**config.mk**
```make
export PLATFORM = sky130hd
export DESIGN_NAME = pch_front
export DESIGN_NICKNAME = d
export VERILOG_FILES = /design/src/pch_pkg.sv /design/src/pch_front.sv
export SDC_FILE = /design/constraint.sdc
export NUM_CORES = 1
export LEC_CHECK = 0
export ABC_CLOCK_PERIOD_IN_PS = 10800
export BUFFER_PORTS_ARGS = -buffer_cell sky130_fd_sc_hd__buf_2
export CORE_ASPECT_RATIO = 0.7
export CORE_MARGIN = 2
export CORE_UTILIZATION = 30
export DETAILED_ROUTE_END_ITERATION = 16
export PLACE_DENSITY_LB_ADDON = 0.25
export SLEW_MARGIN = 10
export SYNTH_ARGS = -nofsm -noshare
export SYNTH_HDL_FRONTEND = slang
export SYNTH_SLANG_ARGS = --single-unit
```
**constraint.sdc**
```tcl
create_clock -name clk -period 10.8 [get_ports clk]
set_input_delay 0.54 -clock clk [delete_from_list [all_inputs] [get_ports clk]]
set_output_delay 0.54 -clock clk [all_outputs]
set_load 0.02 [all_outputs]
```
**src/pch_pkg.sv**
```systemverilog
// shared types and constants of the pair co-occurrence histogram
`default_nettype none

package pch_pkg;

    localparam int VALUE_W = 7;
    localparam int QUEUE_DEPTH = 4;

    typedef struct packed {
        logic is_read;
        logic ok;
    } pch_cmd_t;

    localparam int CMD_W = $bits(pch_cmd_t);

endpackage

`default_nettype wire

```
**src/pch_front.sv**
```systemverilog
// front end: accepts beats, removes duplicate values and issues one command per pair
`default_nettype none

module pch_front
    import pch_pkg::*;
#(
    parameter int NUM_VALUES = 64,
    parameter int SET_SIZE = 5,
    parameter int ADDR_W = 11
)
(
    input  wire logic                             clk,
    input  wire logic                             rst_n,
    input  wire logic                             in_valid,
    output logic                                  in_ready,
    input  wire logic                             kind,
    input  wire logic [SET_SIZE-1:0][VALUE_W-1:0] values,
    input  wire logic [VALUE_W-1:0]               query_larger,
    input  wire logic [VALUE_W-1:0]               query_smaller,
    input  wire logic                             clearing,
    output logic                                  push_valid,
    input  wire logic                             push_ready,
    output logic [ADDR_W-1:0]                     push_addr,
    output pch_cmd_t                              push_cmd
);

    localparam int CNT_W = $clog2(SET_SIZE);
    localparam int PROD_W = 2 * VALUE_W;
    localparam logic [CNT_W-1:0] CNT_FIRST = CNT_W'(SET_SIZE - 1);
    localparam logic [CNT_W-1:0] CNT_ONE = CNT_W'(1);

    typedef enum logic {
        ST_IDLE,
        ST_PAIRS
    } state_t;

    state_t               state_reg, state_next;
    logic [VALUE_W-1:0]   a_val_reg [SET_SIZE];
    logic [VALUE_W-1:0]   a_val_next [SET_SIZE];
    logic [VALUE_W-1:0]   b_val_reg [SET_SIZE];
    logic [VALUE_W-1:0]   b_val_next [SET_SIZE];
    logic [SET_SIZE-1:0]  a_keep_reg, a_keep_next;
    logic [SET_SIZE-1:0]  b_keep_reg, b_keep_next;
    logic [CNT_W-1:0]     rem_reg, rem_next;
    logic [CNT_W-1:0]     reload_reg, reload_next;

    logic [SET_SIZE-1:0]  keep_in;
    logic                 accept;
    logic                 pair_hit;
    logic                 step;
    logic                 read_ok;
    logic [VALUE_W-1:0]   x_val;
    logic [VALUE_W-1:0]   y_val;
    logic [VALUE_W-1:0]   lo_val;
    logic [VALUE_W-1:0]   hi_val;
    logic [PROD_W-1:0]    hm1;
    logic [PROD_W-1:0]    hm2;
    logic [PROD_W-1:0]    prod;
    logic [PROD_W-1:0]    slot;

    function automatic logic in_range(input logic [VALUE_W-1:0] v);
        return (v != '0) && (int'(v) <= NUM_VALUES);
    endfunction

    // first in-range occurrence of each value
    always_comb
    begin
        for (int k = 0; k < SET_SIZE; k++)
        begin
            keep_in[k] = in_range(values[k]);
            for (int j = 0; j < k; j++)
            begin
                if (values[j] == values[k])
                begin
                    keep_in[k] = 1'b0;
                end
            end
        end
    end

    assign in_ready = (state_reg == ST_IDLE) && !clearing && push_ready;
    assign accept   = in_valid && in_ready;
    assign pair_hit = a_keep_reg[0] && b_keep_reg[0];
    assign step     = !pair_hit || push_ready;
    assign read_ok  = in_range(query_larger) && in_range(query_smaller)
                      && (query_smaller < query_larger);

    // pair to table slot: (hi-1)(hi-2)/2 + (lo-1)
    always_comb
    begin
        x_val  = (state_reg == ST_IDLE) ? query_larger : a_val_reg[0];
        y_val  = (state_reg == ST_IDLE) ? query_smaller : b_val_reg[0];
        lo_val = (x_val < y_val) ? x_val : y_val;
        hi_val = (x_val < y_val) ? y_val : x_val;
        hm1    = PROD_W'(hi_val - VALUE_W'(1));
        hm2    = PROD_W'(hi_val - VALUE_W'(2));
        prod   = hm1 * hm2;
        slot   = (prod >> 1) + PROD_W'(lo_val - VALUE_W'(1));
    end

    assign push_addr = ADDR_W'(slot);

    always_comb
    begin
        if (state_reg == ST_IDLE)
        begin
            push_valid       = in_valid && !clearing && kind;
            push_cmd.is_read = 1'b1;
            push_cmd.ok      = read_ok;
        end
        else
        begin
            push_valid       = pair_hit;
            push_cmd.is_read = 1'b0;
            push_cmd.ok      = 1'b1;
        end
    end

    always_comb
    begin
        state_next  = state_reg;
        a_val_next  = a_val_reg;
        b_val_next  = b_val_reg;
        a_keep_next = a_keep_reg;
        b_keep_next = b_keep_reg;
        rem_next    = rem_reg;
        reload_next = reload_reg;
        unique case (state_reg)
            ST_IDLE:
            begin
                if (accept && !kind)
                begin
                    for (int k = 0; k < SET_SIZE; k++)
                    begin
                        a_val_next[k]  = values[k];
                        a_keep_next[k] = keep_in[k];
                        if (k + 1 < SET_SIZE)
                        begin
                            b_val_next[k]  = values[k + 1];
                            b_keep_next[k] = keep_in[k + 1];
                        end
                        else
                        begin
                            b_val_next[k]  = '0;
                            b_keep_next[k] = 1'b0;
                        end
                    end
                    rem_next    = CNT_FIRST;
                    reload_next = CNT_FIRST;
                    state_next  = ST_PAIRS;
                end
            end
            ST_PAIRS:
            begin
                if (step)
                begin
                    if (rem_reg == CNT_ONE)
                    begin
                        if (reload_reg == CNT_ONE)
                        begin
                            state_next = ST_IDLE;
                        end
                        else
                        begin
                            // next anchor, partner list restarts right after it
                            for (int k = 0; k < SET_SIZE; k++)
                            begin
                                if (k + 1 < SET_SIZE)
                                begin
                                    a_val_next[k]  = a_val_reg[k + 1];
                                    a_keep_next[k] = a_keep_reg[k + 1];
                                end
                                else
                                begin
                                    a_val_next[k]  = '0;
                                    a_keep_next[k] = 1'b0;
                                end
                                if (k + 2 < SET_SIZE)
                                begin
                                    b_val_next[k]  = a_val_reg[k + 2];
                                    b_keep_next[k] = a_keep_reg[k + 2];
                                end
                                else
                                begin
                                    b_val_next[k]  = '0;
                                    b_keep_next[k] = 1'b0;
                                end
                            end
                            reload_next = reload_reg - CNT_ONE;
                            rem_next    = reload_reg - CNT_ONE;
                        end
                    end
                    else
                    begin
                        for (int k = 0; k < SET_SIZE; k++)
                        begin
                            if (k + 1 < SET_SIZE)
                            begin
                                b_val_next[k]  = b_val_reg[k + 1];
                                b_keep_next[k] = b_keep_reg[k + 1];
                            end
                            else
                            begin
                                b_val_next[k]  = '0;
                                b_keep_next[k] = 1'b0;
                            end
                        end
                        rem_next = rem_reg - CNT_ONE;
                    end
                end
            end
            default:
            begin
                state_next = ST_IDLE;
            end
        endcase
    end

    always_ff @(posedge clk or negedge rst_n)
    begin
        if (!rst_n)
        begin
            state_reg  <= ST_IDLE;
            a_keep_reg <= '0;
            b_keep_reg <= '0;
            rem_reg    <= '0;
            reload_reg <= '0;
            for (int k = 0; k < SET_SIZE; k++)
            begin
                a_val_reg[k] <= '0;
                b_val_reg[k] <= '0;
            end
        end
        else
        begin
            state_reg  <= state_next;
            a_keep_reg <= a_keep_next;
            b_keep_reg <= b_keep_next;
            rem_reg    <= rem_next;
            reload_reg <= reload_next;
            a_val_reg  <= a_val_next;
            b_val_reg  <= b_val_next;
        end
    end

endmodule

`default_nettype wire

```
==> qor.txt <==
DRC Markers: 0
Slew HR: 0.3353
Area Growth Syn to Fin: 11.11%
Synthesized area: 0.008088 mm^2
Post-CTS Setup Bufs: 0
RSZ-0062 raised after global routing: no
Dpl hpwl: 15.96 mm
Initial Utilization: 0.3042
WL/cell: 15.74 um
IO buf count: 69
Post-route setup slack: 0.9587 ns
Worst-Skew Late Latency: 0.34 ns
Register bit total from synthesis: 79
Fillers: 2,752
Post-Synthesis Cells: 945
Yosys warnings: 0
CP peak stage delay: 0.60 ns
Slowest cell on crit path: dfrtp_4
Seq. cell area: 0.001981 mm^2
CP Data Required Time: 10.26 ns
# setup viols final: 0
Clock root cell: clkbuf_16
Setup crit end kind: primary output
Post-synth EDFFs: 0
DRT Pass-1 Iters: 5
Initial antenna violation count: 0
Final Slew Violations: 0
1st-iter DRT viols: 485
Clock sink count: 79
CTS Hold Buffers Added: 0
Largest net degree at the start of global routing: 64
GRT Util Overall: 0.1550
Critical path launch point type: flip-flop
Worst Path Arrival: 9.30 ns
Final hold viol count: 0
Area leader, netlist: dfrtp_1
Synthesized Nets: 1,091
Most common cell on crit path: inv_1
Post-place setup slack: 1.367 ns
Synth cell types: 50
FP Rows: 50
Tcrit/Tclk final: 0.9112
Period minus WS final: 9.841 ns
Core area: 0.02659 mm^2
Max clock buf depth: 2
Status: completed
CTS buffer count: 9
Commonest cells in the netlist: inv_1, nand2_1, dfrtp_1, mux2i_1, o21ai_0
CTS tree: built
Worst Hold Class: in -> async
Die Y: 141.4 um
FF-to-FF setup slack: 7.66 ns
Via count: 6,319
Area of the multi-input gates: 0.005445 mm^2
First-pass GRT wire length: 34.91 mm
Crit Path Max Fanout: 20
Synth top area share: 0.2444
Cell with the most instances after synthesis: inv_1
N_diodes: 0
Mapped Avg Cell Area: 8.558 um^2
Setup CP Type: reg -> out
Max reg flops: 35
Die Width: 200.2 um
Setup TNS: 0 ns
FFs w/ async S/R, synth: 1.000
Fraction of layout cells with a size suffix above 1: 0.1151
Grt total ovfl: 0
Register area share after synthesis: 0.2444
Post-CTS resize count: 0
Clock skew: 0.009213 ns
Net count, final: 1,105
Final ANT Viol Nets: 0
MaxCap Viol Count: 0
Vias in the first global route: 6,185
GP Congestion: 0.8428
Clk slew on worst S/H paths: 0.06 ns
Peak Freq: 0.1016 GHz
CTS H-tree lvls: 3
Ys flop type: dfrtp_1
Number of top-level pins: 70
Synth area leaders: dfrtp_1, fa_1, mux2i_1, ha_1, xnor2_1
Die area: 0.02831 mm^2
Via density per instance: 4.758
Least-Margin Pin Slew: 0.9971 ns
Path depth of the worst reg2reg path: 7
WL final: 20.90 mm
## stage by stage
stage               cell area (um^2)  hold WS, ns    util  cells
finish                          8986       0.2052  0.3380   1328
global route                    8986       0.2456  0.3380   1328
CTS                             8986       0.2280  0.3380   1328
detailed placement              8661       0.4701  0.3257   1312
global placement                8661       0.4607  0.3257   1312
floorplan                       8088       0.2444       -    945
## cell families after synthesis
group | after synthesis | share of synthesized area
AO/OA/AOI/OAI | 156 | 0.1132
XOR/XNOR | 119 | 0.1363
adder cells (fa/ha/maj) | 91 | 0.1761
buffers and inverters | 174 | 0.08307
flip-flops | 79 | 0.2444
multiplexers | 84 | 0.1080
AND/OR/NAND/NOR | 242 | 0.1389
## layout make-up
cell class | count | area share
clock inverter | 3 | 0.007240
tap | 364 | 0.05068
multi-input combinational | 692 | 0.6060
sequential | 79 | 0.2204
timing repair buffer | 76 | 0.04456
inverter | 101 | 0.04219
clock buffer | 13 | 0.02896
## cells in the final DEF, fill, tap and decap left out, types with 6 or more instances in the layout
cell type,n
buf_2,68
ha_1,53
a22o_1,15
nor3_1,11
clkbuf_16,9
fa_1,38
buf_4,8
mux2_2,6
or2_1,6
o21ai_0,67
a21oi_1,51
nand3_1,6
dfrtp_1,78
nor2_1,65
nor2b_1,8
nand4_1,10
inv_1,100
xor2_1,52
nand2b_1,8
xnor2_1,63
or4_1,6
mux2i_1,73
nand2_1,95
nor4_1,11
a21o_1,8
## routing by layer
metal  wire [um]  up-vias  GRT usage
met3        1084       15    0.02963
li1            -     3131          -
met4         129        0    0.02160
met5           0        -          0
met2        8099      153     0.2116
met1       11590     3020     0.2508
## critical path, delay by kind of cell (launching register included)
kind / cells / cell delay, ns
AO/OA/AOI/OAI: 7 / 1.91
XOR/XNOR: 3 / 0.50
adder cells (fa/ha/maj): 8 / 3.40
buffers and inverters: 6 / 0.79
flip-flops: 1 / 0.60
multiplexers: 2 / 0.71
AND/OR/NAND/NOR: 5 / 1.02
## worst paths after layout
check | from | endpoint
setup / recovery | state_reg | push_addr[10]
hold / removal | rst_n | a_keep_reg[4]
setup reg to reg | state_reg | a_val_reg[9]
hold reg to reg | a_val_reg[25] | a_val_reg[25]
max in group asynchronous | rst_n | state_reg
min in group clk | a_val_reg[25] | a_val_reg[25]
Power is left out: the tool's default activity adds up to more than one toggle a clock period on the data nets, which glitch-free logic cannot reach.
