==> config.mk <==
export PLATFORM = sky130hd
export DESIGN_NAME = pch_queue
export DESIGN_NICKNAME = d
export VERILOG_FILES = /design/src/pch_queue.sv
export SDC_FILE = /design/constraint.sdc
export NUM_CORES = 1
export LEC_CHECK = 0
export ABC_AREA = 1
export BUFFER_PORTS_ARGS = -buffer_cell sky130_fd_sc_hd__buf_2
export CAP_MARGIN = 20
export CORE_AREA = 3 3 99 101
export DETAILED_ROUTE_END_ITERATION = 10
export DIE_AREA = 0 0 102 104
export MAX_ROUTING_LAYER = met4
export PLACE_DENSITY = 0.52
export SLEW_MARGIN = 20
export SYNTH_ARGS = -nofsm -noshare
export SYNTH_HDL_FRONTEND = slang
export SYNTH_SLANG_ARGS = --single-unit
==> constraint.sdc <==
create_clock -name clk -period 2.7 [get_ports clk]
set_clock_uncertainty 0.1 [all_clocks]
set_input_delay 0.405 -clock clk [delete_from_list [all_inputs] [get_ports clk]]
set_output_delay 0.405 -clock clk [all_outputs]
set_load 0.05 [all_outputs]
==> src/pch_queue.sv <==
// short command queue between front end and counter back end
`default_nettype none

module pch_queue #(
    parameter int DATA_W = 13,
    parameter int DEPTH = 4
)
(
    input  wire logic              clk,
    input  wire logic              rst_n,
    input  wire logic              in_valid,
    output logic                   in_ready,
    input  wire logic [DATA_W-1:0] in_data,
    output logic                   out_valid,
    input  wire logic              out_ready,
    output logic [DATA_W-1:0]      out_data
);

    localparam int PTR_W = (DEPTH > 1) ? $clog2(DEPTH) : 1;
    localparam int CNT_W = $clog2(DEPTH + 1);
    localparam logic [CNT_W-1:0] FULL = CNT_W'(DEPTH);
    localparam logic [PTR_W-1:0] LAST = PTR_W'(DEPTH - 1);

    logic [DATA_W-1:0] slot_reg [DEPTH];
    logic [PTR_W-1:0]  wr_ptr_reg, wr_ptr_next;
    logic [PTR_W-1:0]  rd_ptr_reg, rd_ptr_next;
    logic [CNT_W-1:0]  count_reg, count_next;
    logic              push;
    logic              pop;

    assign in_ready  = (count_reg != FULL);
    assign out_valid = (count_reg != '0);
    assign out_data  = slot_reg[rd_ptr_reg];
    assign push      = in_valid && in_ready;
    assign pop       = out_valid && out_ready;

    always_comb
    begin
        wr_ptr_next = wr_ptr_reg;
        rd_ptr_next = rd_ptr_reg;
        count_next  = count_reg;
        if (push)
        begin
            wr_ptr_next = (wr_ptr_reg == LAST) ? '0 : wr_ptr_reg + PTR_W'(1);
        end
        if (pop)
        begin
            rd_ptr_next = (rd_ptr_reg == LAST) ? '0 : rd_ptr_reg + PTR_W'(1);
        end
        if (push && !pop)
        begin
            count_next = count_reg + CNT_W'(1);
        end
        else if (pop && !push)
        begin
            count_next = count_reg - CNT_W'(1);
        end
    end

    always_ff @(posedge clk or negedge rst_n)
    begin
        if (!rst_n)
        begin
            wr_ptr_reg <= '0;
            rd_ptr_reg <= '0;
            count_reg  <= '0;
        end
        else
        begin
            wr_ptr_reg <= wr_ptr_next;
            rd_ptr_reg <= rd_ptr_next;
            count_reg  <= count_next;
        end
    end

    always_ff @(posedge clk)
    begin
        if (push)
        begin
            slot_reg[wr_ptr_reg] <= in_data;
        end
    end

endmodule

`default_nettype wire

==> results.py, run 1 <==
metrics = {
    "run_status": {
        "outcome": "finished, final reports clean",
    },
    "yosys": {
        "yosys.area_share.simple_pct": 10.7,
        "avgSynthCellArea_um2": 12.4,
        "synthAdderAreaFrac_pct": 3.65,
        "synth.most_common_cell": "nand2_1",
        "synth.top_cells.by_count": "53 x nand2_1, 52 x edfxtp_1, 38 x inv_1, 16 x o211ai_1, 10 x o211ai_2",
        "synthesis.nets": 234,
        "synth_edf_count": 52,
        "ys.flop_type": "edfxtp_1",
        "synthDistinctLibCells": 18,
        "synth_cells": 210,
        "yosysWarnings": 0,
        "synth_top_family_by_area": "simple AND/OR/NAND/NOR gates",
        "synth_area_leader_cell": "edfxtp_1",
        "ys_ff_latch": 59,
        "synth_compound_area_share_pct": 9.60,
        "synth.area.mux_share_pct": 0,
        "synth_top_area_share_pct": 59.9,
        "synthTopCellsByArea": "edfxtp_1 60%, nand2_1 7.6%, dfrtp_1 6.7%",
        "yosys.area_share.xor_xnor_pct": 0.336,
        "seq_area_frac_synth_pct": 66.6,
        "async_flop_share_pct": 11.9,
        "synth_area_mm2": 0.00261,
    },
    "drt": {
        "dr.pass1.iters": 4,
        "postRouteAntennaNets": 0,
        "routed_via_density": 4.24,
        "vias": 1568,
        "drc": 0,
        "first_iter_violations": 58,
        "wl_mm": 4.91,
        "wl_per_cell_um": 13.3,
    },
    "floorplan": {
        "die_x_um": 102,
        "die_y_um": 104,
        "die_area_mm2": 0.0106,
        "coreArea_mm2": 0.00911,
        "ioPinCount": 32,
        "initial_core_util_pct": 28.6,
        "rows": 35,
    },
    "power_and_ir_drop": {
        "leakage_nw": 1.31,
        "netSwitchingFraction_pct": 43.8,
        "p_seq_share_pct": 35.9,
        "p_sw_mw": 1.66,
        "internal_power_mw": 2.13,
        "clkPwrFrac_pct": 20.4,
        "vdd_drop_max_uv": 338,
        "comb_power_share_pct": 43.7,
        "p_per_area_mw_per_mm2": 1230,
    },
    "worst_hold_path": {
        "hold_depth": 1,
        "worstHoldEndpoint": "slot_reg[0][3]",
        "min_from": "in_data[3]",
        "hold_class": "in -> reg",
    },
    "placement": {
        "port_buffers": 31,
        "dp_slack_ns": 0.768,
        "place_congestion": 0.750,
        "dp_hpwl_mm": 3.33,
        "placed_area_mm2": 0.00290,
    },
    "sta": {
        "tns_ns": 0,
        "period_needed_ns": 2.25,
        "min_period_over_period_pct": 83.4,
        "setup_ws_ns": 0.448,
        "finalMaxSlewViolations": 0,
        "max_freq_mhz": 444,
        "tightest_slew_ns": 0.538,
        "slew_headroom_pct": 64.1,
        "setup_viol": 0,
        "grt_setup_unrepaired": "false",
        "timing.hold.ws_ns": 0.196,
        "hold_viol": 0,
    },
    "cts": {
        "clock_latency_ns": 0.33,
        "cts_made_buffers": 9,
        "clk_path_buf_depth": 2,
        "cts_sinks": 59,
        "cts-root-buf": "clkbuf_8",
        "post_cts_buffers": 0,
        "cts_tree": "built",
        "clkSlewWorstSetupHoldPaths_ns": 0.06,
        "cts.htree.levels": 3,
    },
    "critical_path": {
        "crit_type": "reg -> out",
        "crit_path_top_delay_cell": "dfrtp_2",
        "start_kind": "register",
        "timing.rr.start": "count_reg[0]",
        "reg2reg_setup_slack_ns": 0.80,
        "cp_max_fo": 28,
        "cpPeakStageDelay_ns": 0.71,
        "cp-end-kind": "output port",
        "reg2reg_to": "count_reg[1]",
        "worstPathRequired_ns": 2.19,
        "rr_worst_depth": 9,
        "crit_chain": "buf_12 -> o211ai_1 -> nand2_1 -> buf_2",
        "cp.arrival_ns": 1.75,
    },
    "layout": {
        "seqCellArea_mm2": 0.00174,
        "fillers": 927,
        "antenna_cells": 0,
        "nets": 278,
        "design_area_mm2": 0.00309,
        "largest_reg_flops": 52,
        "multi_input_area_um2": 633,
        "drive_gt1_share_pct": 26.6,
        "syn_to_final_growth_pct": 18.7,
    },
    "global_route": {
        "grt_start_max_net_pins": 29,
        "grt.total_usage_pct": 10.5,
        "grt_pass1_vias": 1444,
        "overflow": 0,
        "grt_pass1_wl_mm": 7.82,
        "antenna_found_initial": 0,
    },
    "job": {
        "maxCapViolations": 0,
    },
}
-- cell families (layout without fill, tap and decap cells) --
kind of cell / Yosys count / in the layout
adder cells (fa/ha/maj): 7 / 7
AO/OA/AOI/OAI: 27 / 27
AND/OR/NAND/NOR: 68 / 68
buffers and inverters: 48 / 97
flip-flops: 59 / 59
XOR/XNOR: 1 / 1
-- metrics by stage --
step | instances | util, % | total power, mW
2_1_floorplan | 210 | - | 2.70
3_3_place_gp | 353 | 31.8 | 3.05
3_5_place_dp | 353 | 31.8 | 3.07
4_1_cts | 370 | 34.0 | 3.86
5_1_grt | 370 | 34.0 | 4.05
6_report | 370 | 34.0 | 3.79
-- timing repair --
action	CTS	global route
gates resized for setup	0	0
hold endpoints to repair	7	0
hold buffers	1	0
-- cell type report --
cell class	instances	area share (%)
Tap cell	111	4.49
Clock buffer	13	4.81
Sequential cell	59	56.2
Timing Repair Buffer	41	7.93
Inverter	40	4.85
Multi-Input combinational cell	103	20.5
Clock inverter	3	1.29
-- cell usage in the layout, fill, tap and decap left out, types with 2 or more instances in the layout --
cell type  count
nand2_1       53
edfxtp_1      52
inv_1         38
buf_2         31
o211ai_1      16
o211ai_2      10
clkbuf_8      10
buf_4          8
nor2_1         6
ha_1           6
dfrtp_1        6
nand3_1        5
clkbuf_1       3
inv_2          2
nand3_2        2
clkinv_2       2
-- critical path, delay by kind of cell, from the launching register on --
kind,cells,cell delay (ns)
compound gates,1,0.11
simple gates,1,0.09
flops,1,0.71
buf+inv,2,0.51
-- power by group through the flow --
stage | Sequential (mW) | Combinational [mW] | Clock, mW
after detailed placement | 1.38 | 1.69 | 0
after CTS | 1.36 | 1.70 | 0.804
after global placement | 1.38 | 1.68 | 0
final | 1.36 | 1.66 | 0.774
after global routing | 1.39 | 1.81 | 0.848
after floorplan | 1.31 | 1.39 | 0
-- per-layer routing --
layer	vias to the layer above	share of wire (%)	global-route usage, %
met1	742	43	12.5
li1	790	-	-
met4	0	2.7	6.75
met3	10	3.4	2.55
met5	-	0	-
met2	26	51	15.6
-- worst max-delay path by stage --
stage                    to           from  cells after the start  slack (ns)
2_1_floorplan  count_reg[1]   count_reg[0]                      9        0.63
4_1_cts         out_data[4]  rd_ptr_reg[0]                      4        0.40
3_3_place_gp    out_data[4]  rd_ptr_reg[0]                      4        0.78
6_report        out_data[4]  rd_ptr_reg[0]                      4        0.45
3_5_place_dp    out_data[4]  rd_ptr_reg[0]                      4        0.77
5_1_grt         out_data[6]  rd_ptr_reg[0]                      4        0.29
Note: power is estimated with default switching activity, not from simulation.
==> run 2, diff against run 1 <==
--- a/config.mk
+++ b/config.mk
@@ -5,12 +5,12 @@
 export SDC_FILE = /design/constraint.sdc
 export NUM_CORES = 1
 export LEC_CHECK = 0
-export ABC_AREA = 1
+export ABC_AREA = 0
 export BUFFER_PORTS_ARGS = -buffer_cell sky130_fd_sc_hd__buf_2
 export CAP_MARGIN = 20
-export CORE_AREA = 3 3 99 101
+export CORE_AREA = 3 3 94 96
 export DETAILED_ROUTE_END_ITERATION = 10
-export DIE_AREA = 0 0 102 104
+export DIE_AREA = 0 0 97 99
 export MAX_ROUTING_LAYER = met4
 export PLACE_DENSITY = 0.52
 export SLEW_MARGIN = 20
==> constraint.sdc (replaced) <==
create_clock -name clk -period 2.2 [get_ports clk]
set_clock_uncertainty 0.1 [all_clocks]
set_input_delay 0.33 -clock clk [delete_from_list [all_inputs] [get_ports clk]]
set_output_delay 0.33 -clock clk [all_outputs]
set_load 0.05 [all_outputs]
==> results.py, run 2 <==
metrics = {
    "yosys": {
        "synth_cells": 104,
        "ys_ff_latch": 59,
        "synthesis.nets": 128,
        "synth_edf_count": 52,
        "synth_area_mm2": 0.00232,
        "async_flop_share_pct": 11.9,
        "yosysWarnings": 0,
        "synth.most_common_cell": "edfxtp_1",
        "synthTopCellsByArea": "edfxtp_1 67%, mux4_2 13%, dfrtp_1 7.6%",
        "synthDistinctLibCells": 18,
        "synth.top_cells.by_count": "52 x edfxtp_1, 13 x mux4_2, 7 x dfrtp_1, 6 x ha_1, 4 x and3_2",
        "synth_area_leader_cell": "edfxtp_1",
        "ys.flop_type": "edfxtp_1",
        "synth_top_area_share_pct": 67.4,
        "avgSynthCellArea_um2": 22.3,
        "seq_area_frac_synth_pct": 75.0,
    },
    "worst_hold_path": {
        "hold_class": "in -> reg",
    },
    "power_and_ir_drop": {
        "vdd_drop_max_uv": 662,
        "leakage_nw": 1.05,
        "p_per_area_mw_per_mm2": 1560,
    },
    "critical_path": {
        "crit_path_top_delay_cell": "dfrtp_2",
        "cp-end-kind": "register",
        "worstPathRequired_ns": 2.32,
        "start_kind": "register",
        "crit_chain": "or3b_4 -> and2_4 -> ha_4 -> inv_1 -> fa_1 -> mux2_2",
        "cp_max_fo": 6,
        "cpPeakStageDelay_ns": 0.43,
        "cp.arrival_ns": 2.27,
        "crit_type": "reg -> reg",
    },
    "drt": {
        "routed_via_density": 4.28,
        "vias": 1114,
        "first_iter_violations": 76,
        "postRouteAntennaNets": 0,
        "wl_per_cell_um": 15.9,
        "drc": 0,
        "dr.pass1.iters": 4,
        "wl_mm": 4.14,
    },
    "cts": {
        "cts_made_buffers": 9,
        "cts-root-buf": "clkbuf_8",
        "clk_path_buf_depth": 2,
        "clock_latency_ns": 0.33,
        "cts.htree.levels": 3,
        "cts_sinks": 59,
        "clkSlewWorstSetupHoldPaths_ns": 0.07,
        "cts_tree": "built",
    },
    "run_status": {
        "outcome": "finished, final reports clean",
    },
    "layout": {
        "largest_reg_flops": 52,
        "nets": 173,
        "layout_common_cells": "52 x edfxtp_1, 31 x buf_2, 13 x mux4_2, 9 x clkbuf_8",
        "layout_commonest_cell": "edfxtp_1",
        "syn_to_final_growth_pct": 24.7,
        "drive_gt1_share_pct": 52.6,
    },
    "floorplan": {
        "coreArea_mm2": 0.00813,
        "initial_core_util_pct": 28.5,
        "die_y_um": 99,
        "die_x_um": 97,
        "ioPinCount": 32,
        "die_area_mm2": 0.00960,
        "rows": 33,
    },
    "global_route": {
        "overflow": 0,
        "grt_start_max_net_pins": 16,
        "grt_pass1_wl_mm": 6.39,
        "grt.total_usage_pct": 9.48,
        "antenna_found_initial": 1,
        "grt_pass1_vias": 1224,
    },
    "job": {
        "maxCapViolations": 0,
    },
    "sta": {
        "setup_viol": 0,
        "grt_setup_unrepaired": "false",
        "finalMaxSlewViolations": 0,
        "max_freq_mhz": 465,
        "slew_headroom_pct": 74.4,
        "period_needed_ns": 2.15,
        "min_period_over_period_pct": 97.8,
        "hold_viol": 0,
        "tns_ns": 0,
        "timing.hold.ws_ns": 0.110,
        "tightest_slew_ns": 0.384,
    },
    "placement": {
        "port_buffers": 31,
        "place_congestion": 0.709,
        "dp_hpwl_mm": 2.70,
    },
}
[run 2: logic make-up after synthesis]
kind of cell	count (synthesis)	synth area share, %
DFF	59	75.0
xor gates and xnor gates	3	1.13
muxes	18	15.4
adders and majority gates	7	4.11
and+or+nand+nor	11	3.13
buffers and inverters	6	1.24
[run 2: cell type report]
class / count / area [um^2]
clock buffers: 9 / 124
repair buffers: 37 / 206
flip-flops and latches: 59 / 1740
multi-input cells: 39 / 574
fillers: 750 / 5250
well taps: 105 / 131
clock inverters: 7 / 100
inverters: 3 / 11.3
diodes: 1 / 2.50
[run 2: worst paths after layout]
path / startpoint / end / slack, ns / depth (start not counted)
max: count_reg[0] / count_reg[1] / 0.05 / 6
min: in_data[5] / slot_reg[0][5] / 0.11 / 1
max reg2reg: count_reg[0] / count_reg[1] / 0.05 / 6
min reg2reg: count_reg[2] / count_reg[2] / 0.40 / 1
max in group asynchronous: rst_n / rd_ptr_reg[1] / 1.56 / 2
min in group asynchronous: rst_n / count_reg[0] / 0.26 / 2
[run 2: report_power, final]
part | internal [mW] | total, mW | switching (mW)
combinational | 0.652 | 1.76 | 1.11
clock | 0.646 | 1.09 | 0.441
sequential | 1.51 | 1.66 | 0.150
total | 2.80 | 4.51 | 1.70
[run 2: critical path: cells and delay by family, from the launching register on]
family | cells | cell delay (ns)
mux | 1 | 0.28
simple gates | 2 | 0.60
fa+ha+maj | 2 | 0.56
flops | 1 | 0.43
buf+inv | 1 | 0.06
[run 2: what timing repair did]
item,4_1_cts,5_1_grt
pin swaps,0,1
gates resized for setup,2,3
buffers inserted,0,3
endpoints found under the hold margin,7,0
hold buffers,1,0
setup endpoints to repair,14,5
[run 2: layer usage]
layer	part of all wire (%)	track usage, %
met2	51	15.0
met1	41	10.1
met3	6.5	4.81
met4	1.4	3.89
met5	0	-
[run 2: through the flow]
| stage | total power, mW | setup WS [ns] | utilization (%) | instances | instance area [um^2] |
|---|---|---|---|---|---|
| 3_3_place_gp | 3.35 | 0.0956 | 32.2 | 239 | 2620 |
| 3_5_place_dp | 3.43 | 0.0150 | 32.2 | 239 | 2620 |
| 2_1_floorplan | 3.01 | 0.00137 | - | 104 | 2330 |
| 4_1_cts | 4.52 | 0.00706 | 35.1 | 256 | 2850 |
| 5_1_grt | 4.75 | 0.0143 | 35.5 | 260 | 2890 |
| 6_report | 4.51 | 0.0494 | 35.5 | 260 | 2890 |
==> run 3, diff against run 2 <==
--- a/config.mk
+++ b/config.mk
@@ -8,11 +8,12 @@
 export ABC_AREA = 0
 export BUFFER_PORTS_ARGS = -buffer_cell sky130_fd_sc_hd__buf_2
 export CAP_MARGIN = 20
-export CORE_AREA = 3 3 94 96
+export CORE_AREA = 2 2 93 95
 export DETAILED_ROUTE_END_ITERATION = 10
-export DIE_AREA = 0 0 97 99
+export DIE_AREA = 0 0 95 97
 export MAX_ROUTING_LAYER = met4
 export PLACE_DENSITY = 0.52
+export REMOVE_ABC_BUFFERS = 1
 export SLEW_MARGIN = 20
 export SYNTH_ARGS = -nofsm -noshare
 export SYNTH_HDL_FRONTEND = slang
==> results.py, run 3 (synthesis gave the netlist of run 2 again) <==
metrics = {
    "critical_path": {
        "rr_worst_depth": 6,
        "reg2reg_to": "count_reg[1]",
        "path_delay_family": "simple AND/OR/NAND/NOR gates",
        "crit_chain": "or3b_4 -> and2_4 -> ha_2 -> inv_1 -> fa_1 -> mux2_2",
        "worst-path-buf-inv": 1,
        "cp.arrival_ns": 2.25,
        "cp_max_fo": 3,
        "crit_type": "reg -> reg",
        "reg2reg_setup_slack_ns": 0.07,
        "cpPeakStageDelay_ns": 0.41,
        "timing.rr.start": "count_reg[1]",
        "crit_path_top_delay_cell": "or3b_4",
        "start_kind": "register",
        "cp-end-kind": "register",
        "worstPathRequired_ns": 2.32,
    },
    "drt": {
        "wl_per_cell_um": 15.5,
        "vias": 1128,
        "drt-met1-wl_mm": 1.60,
        "wl_mm": 4.03,
        "postRouteAntennaNets": 0,
        "first_iter_violations": 36,
        "dr.pass1.iters": 4,
        "met2_wirelength_mm": 2.10,
        "routed_via_density": 4.34,
        "highest_layer": "met4",
        "wl_met3_um": 244,
        "drc": 0,
    },
    "placement": {
        "dp_hpwl_mm": 2.69,
        "placed_area_mm2": 0.00262,
        "place_congestion": 0.663,
        "dp_slack_ns": -0.0650,
        "port_buffers": 31,
        "dp.cells": 242,
    },
    "sta": {
        "tightest_slew_ns": 0.387,
        "setup_ws_ns": 0.0728,
        "finalMaxSlewViolations": 0,
        "slew_headroom_pct": 74.2,
        "hold_viol": 0,
        "grt_setup_unrepaired": "true",
        "max_freq_mhz": 470,
        "tns_ns": 0,
        "period_needed_ns": 2.13,
        "min_period_over_period_pct": 96.7,
        "setup_viol": 0,
    },
    "worst_hold_path": {
        "hold_class": "in -> reg",
        "worstHoldEndpoint": "slot_reg[2][5]",
        "hold_depth": 1,
        "min_from": "in_data[5]",
    },
    "global_route": {
        "grt.total_usage_pct": 10.2,
        "grt_pass1_wl_mm": 6.42,
        "antenna_found_initial": 0,
        "grt_start_max_net_pins": 16,
        "overflow": 0,
        "grt_pass1_vias": 1275,
    },
    "power_and_ir_drop": {
        "comb_power_share_pct": 40.5,
        "internal_power_mw": 2.65,
        "vdd_drop_max_uv": 667,
        "clkPwrFrac_pct": 21.1,
        "p_sw_mw": 1.65,
        "netSwitchingFraction_pct": 38.3,
        "total_power_mw": 4.30,
        "p_per_area_mw_per_mm2": 1520,
        "p_seq_share_pct": 38.5,
        "leakage_nw": 1.03,
    },
    "job": {
        "maxCapViolations": 0,
    },
    "floorplan": {
        "rows": 33,
        "die_x_um": 95,
        "coreArea_mm2": 0.00813,
        "die_y_um": 97,
        "initial_core_util_pct": 28.5,
        "ioPinCount": 32,
        "die_area_mm2": 0.00922,
    },
    "cts": {
        "clk_path_buf_depth": 2,
        "cts_sinks": 59,
        "cts_made_buffers": 9,
        "cts-root-buf": "clkbuf_8",
        "cts_tree": "built",
        "cts.htree.levels": 3,
        "clkSlewWorstSetupHoldPaths_ns": 0.06,
        "clock_latency_ns": 0.33,
    },
    "layout": {
        "nets": 174,
        "stdcell_count": 260,
        "syn_to_final_growth_pct": 22.5,
        "antenna_cells": 0,
        "layout_commonest_cell": "edfxtp_1",
        "layout_common_cells": "52 x edfxtp_1, 31 x buf_2, 13 x mux4_2, 9 x clkbuf_8, 6 x dfrtp_1",
        "drive_gt1_share_pct": 50.3,
        "design_area_mm2": 0.00284,
        "largest_reg_flops": 52,
    },
    "run_status": {
        "outcome": "finished, final reports clean",
    },
}
run 3: cell count changes in the layout (fill, tap and decap cells not counted), sizes merged:
cell | previous run | this run
inv | 5 | 3
buf | 36 | 37
clkinv | 3 | 5
diode | 1 | 0
clkinvlp | 0 | 1
bufinv | 2 | 1
run 3: what timing repair did:
item,in CTS,in global routing
cloned,0,0
pin swaps,1,1
hold buffers,1,0
resized for setup,4,1
setup endpoints to repair,14,2
setup buffers,1,0
endpoints found under the hold margin,7,0
run 3: power groups by stage:
stage	combinational, mW	sequential (mW)	clock, mW
3_5_place_dp	1.74	1.68	0
3_3_place_gp	1.70	1.65	0
4_1_cts	1.77	1.66	0.930
5_1_grt	1.87	1.68	0.987
2_1_floorplan	1.28	1.68	0
6_report	1.74	1.65	0.906
run 3: worst max-delay path by stage:
stage,start,endpoint,cells past startpoint
2_1_floorplan,count_reg[1],count_reg[2],8
3_3_place_gp,count_reg[1],count_reg[2],8
3_5_place_dp,count_reg[1],count_reg[2],8
4_1_cts,rd_ptr_reg[0],out_data[1],3
5_1_grt,count_reg[1],count_reg[2],8
6_report,count_reg[1],count_reg[1],6
run 3: area by class of cell:
type | instances | area [um^2]
fill | 758 | 5300
sequential | 59 | 1740
timing repair buffer | 38 | 214
inverter | 3 | 11.3
tap | 105 | 131
multi-input combinational | 39 | 559
clock inverter | 7 | 58.8
clock buffer | 9 | 124
run 3: layer usage:
layer  track usage (%)  vias up
li1                  -      506
met1              10.6      577
met2              16.5       34
met3              3.58       11
met4              6.35        0
met5                 -        -
run 3: metrics by stage:
| stage | util [%] | hold WS, ns |
|---|---|---|
| finish | 34.9 | 0.114 |
| detailed placement | 32.2 | 0.0718 |
| CTS | 34.8 | 0.0945 |
| floorplan | - | -0.0656 |
| global route | 34.9 | 0.0992 |
| global placement | 32.2 | 0.0677 |
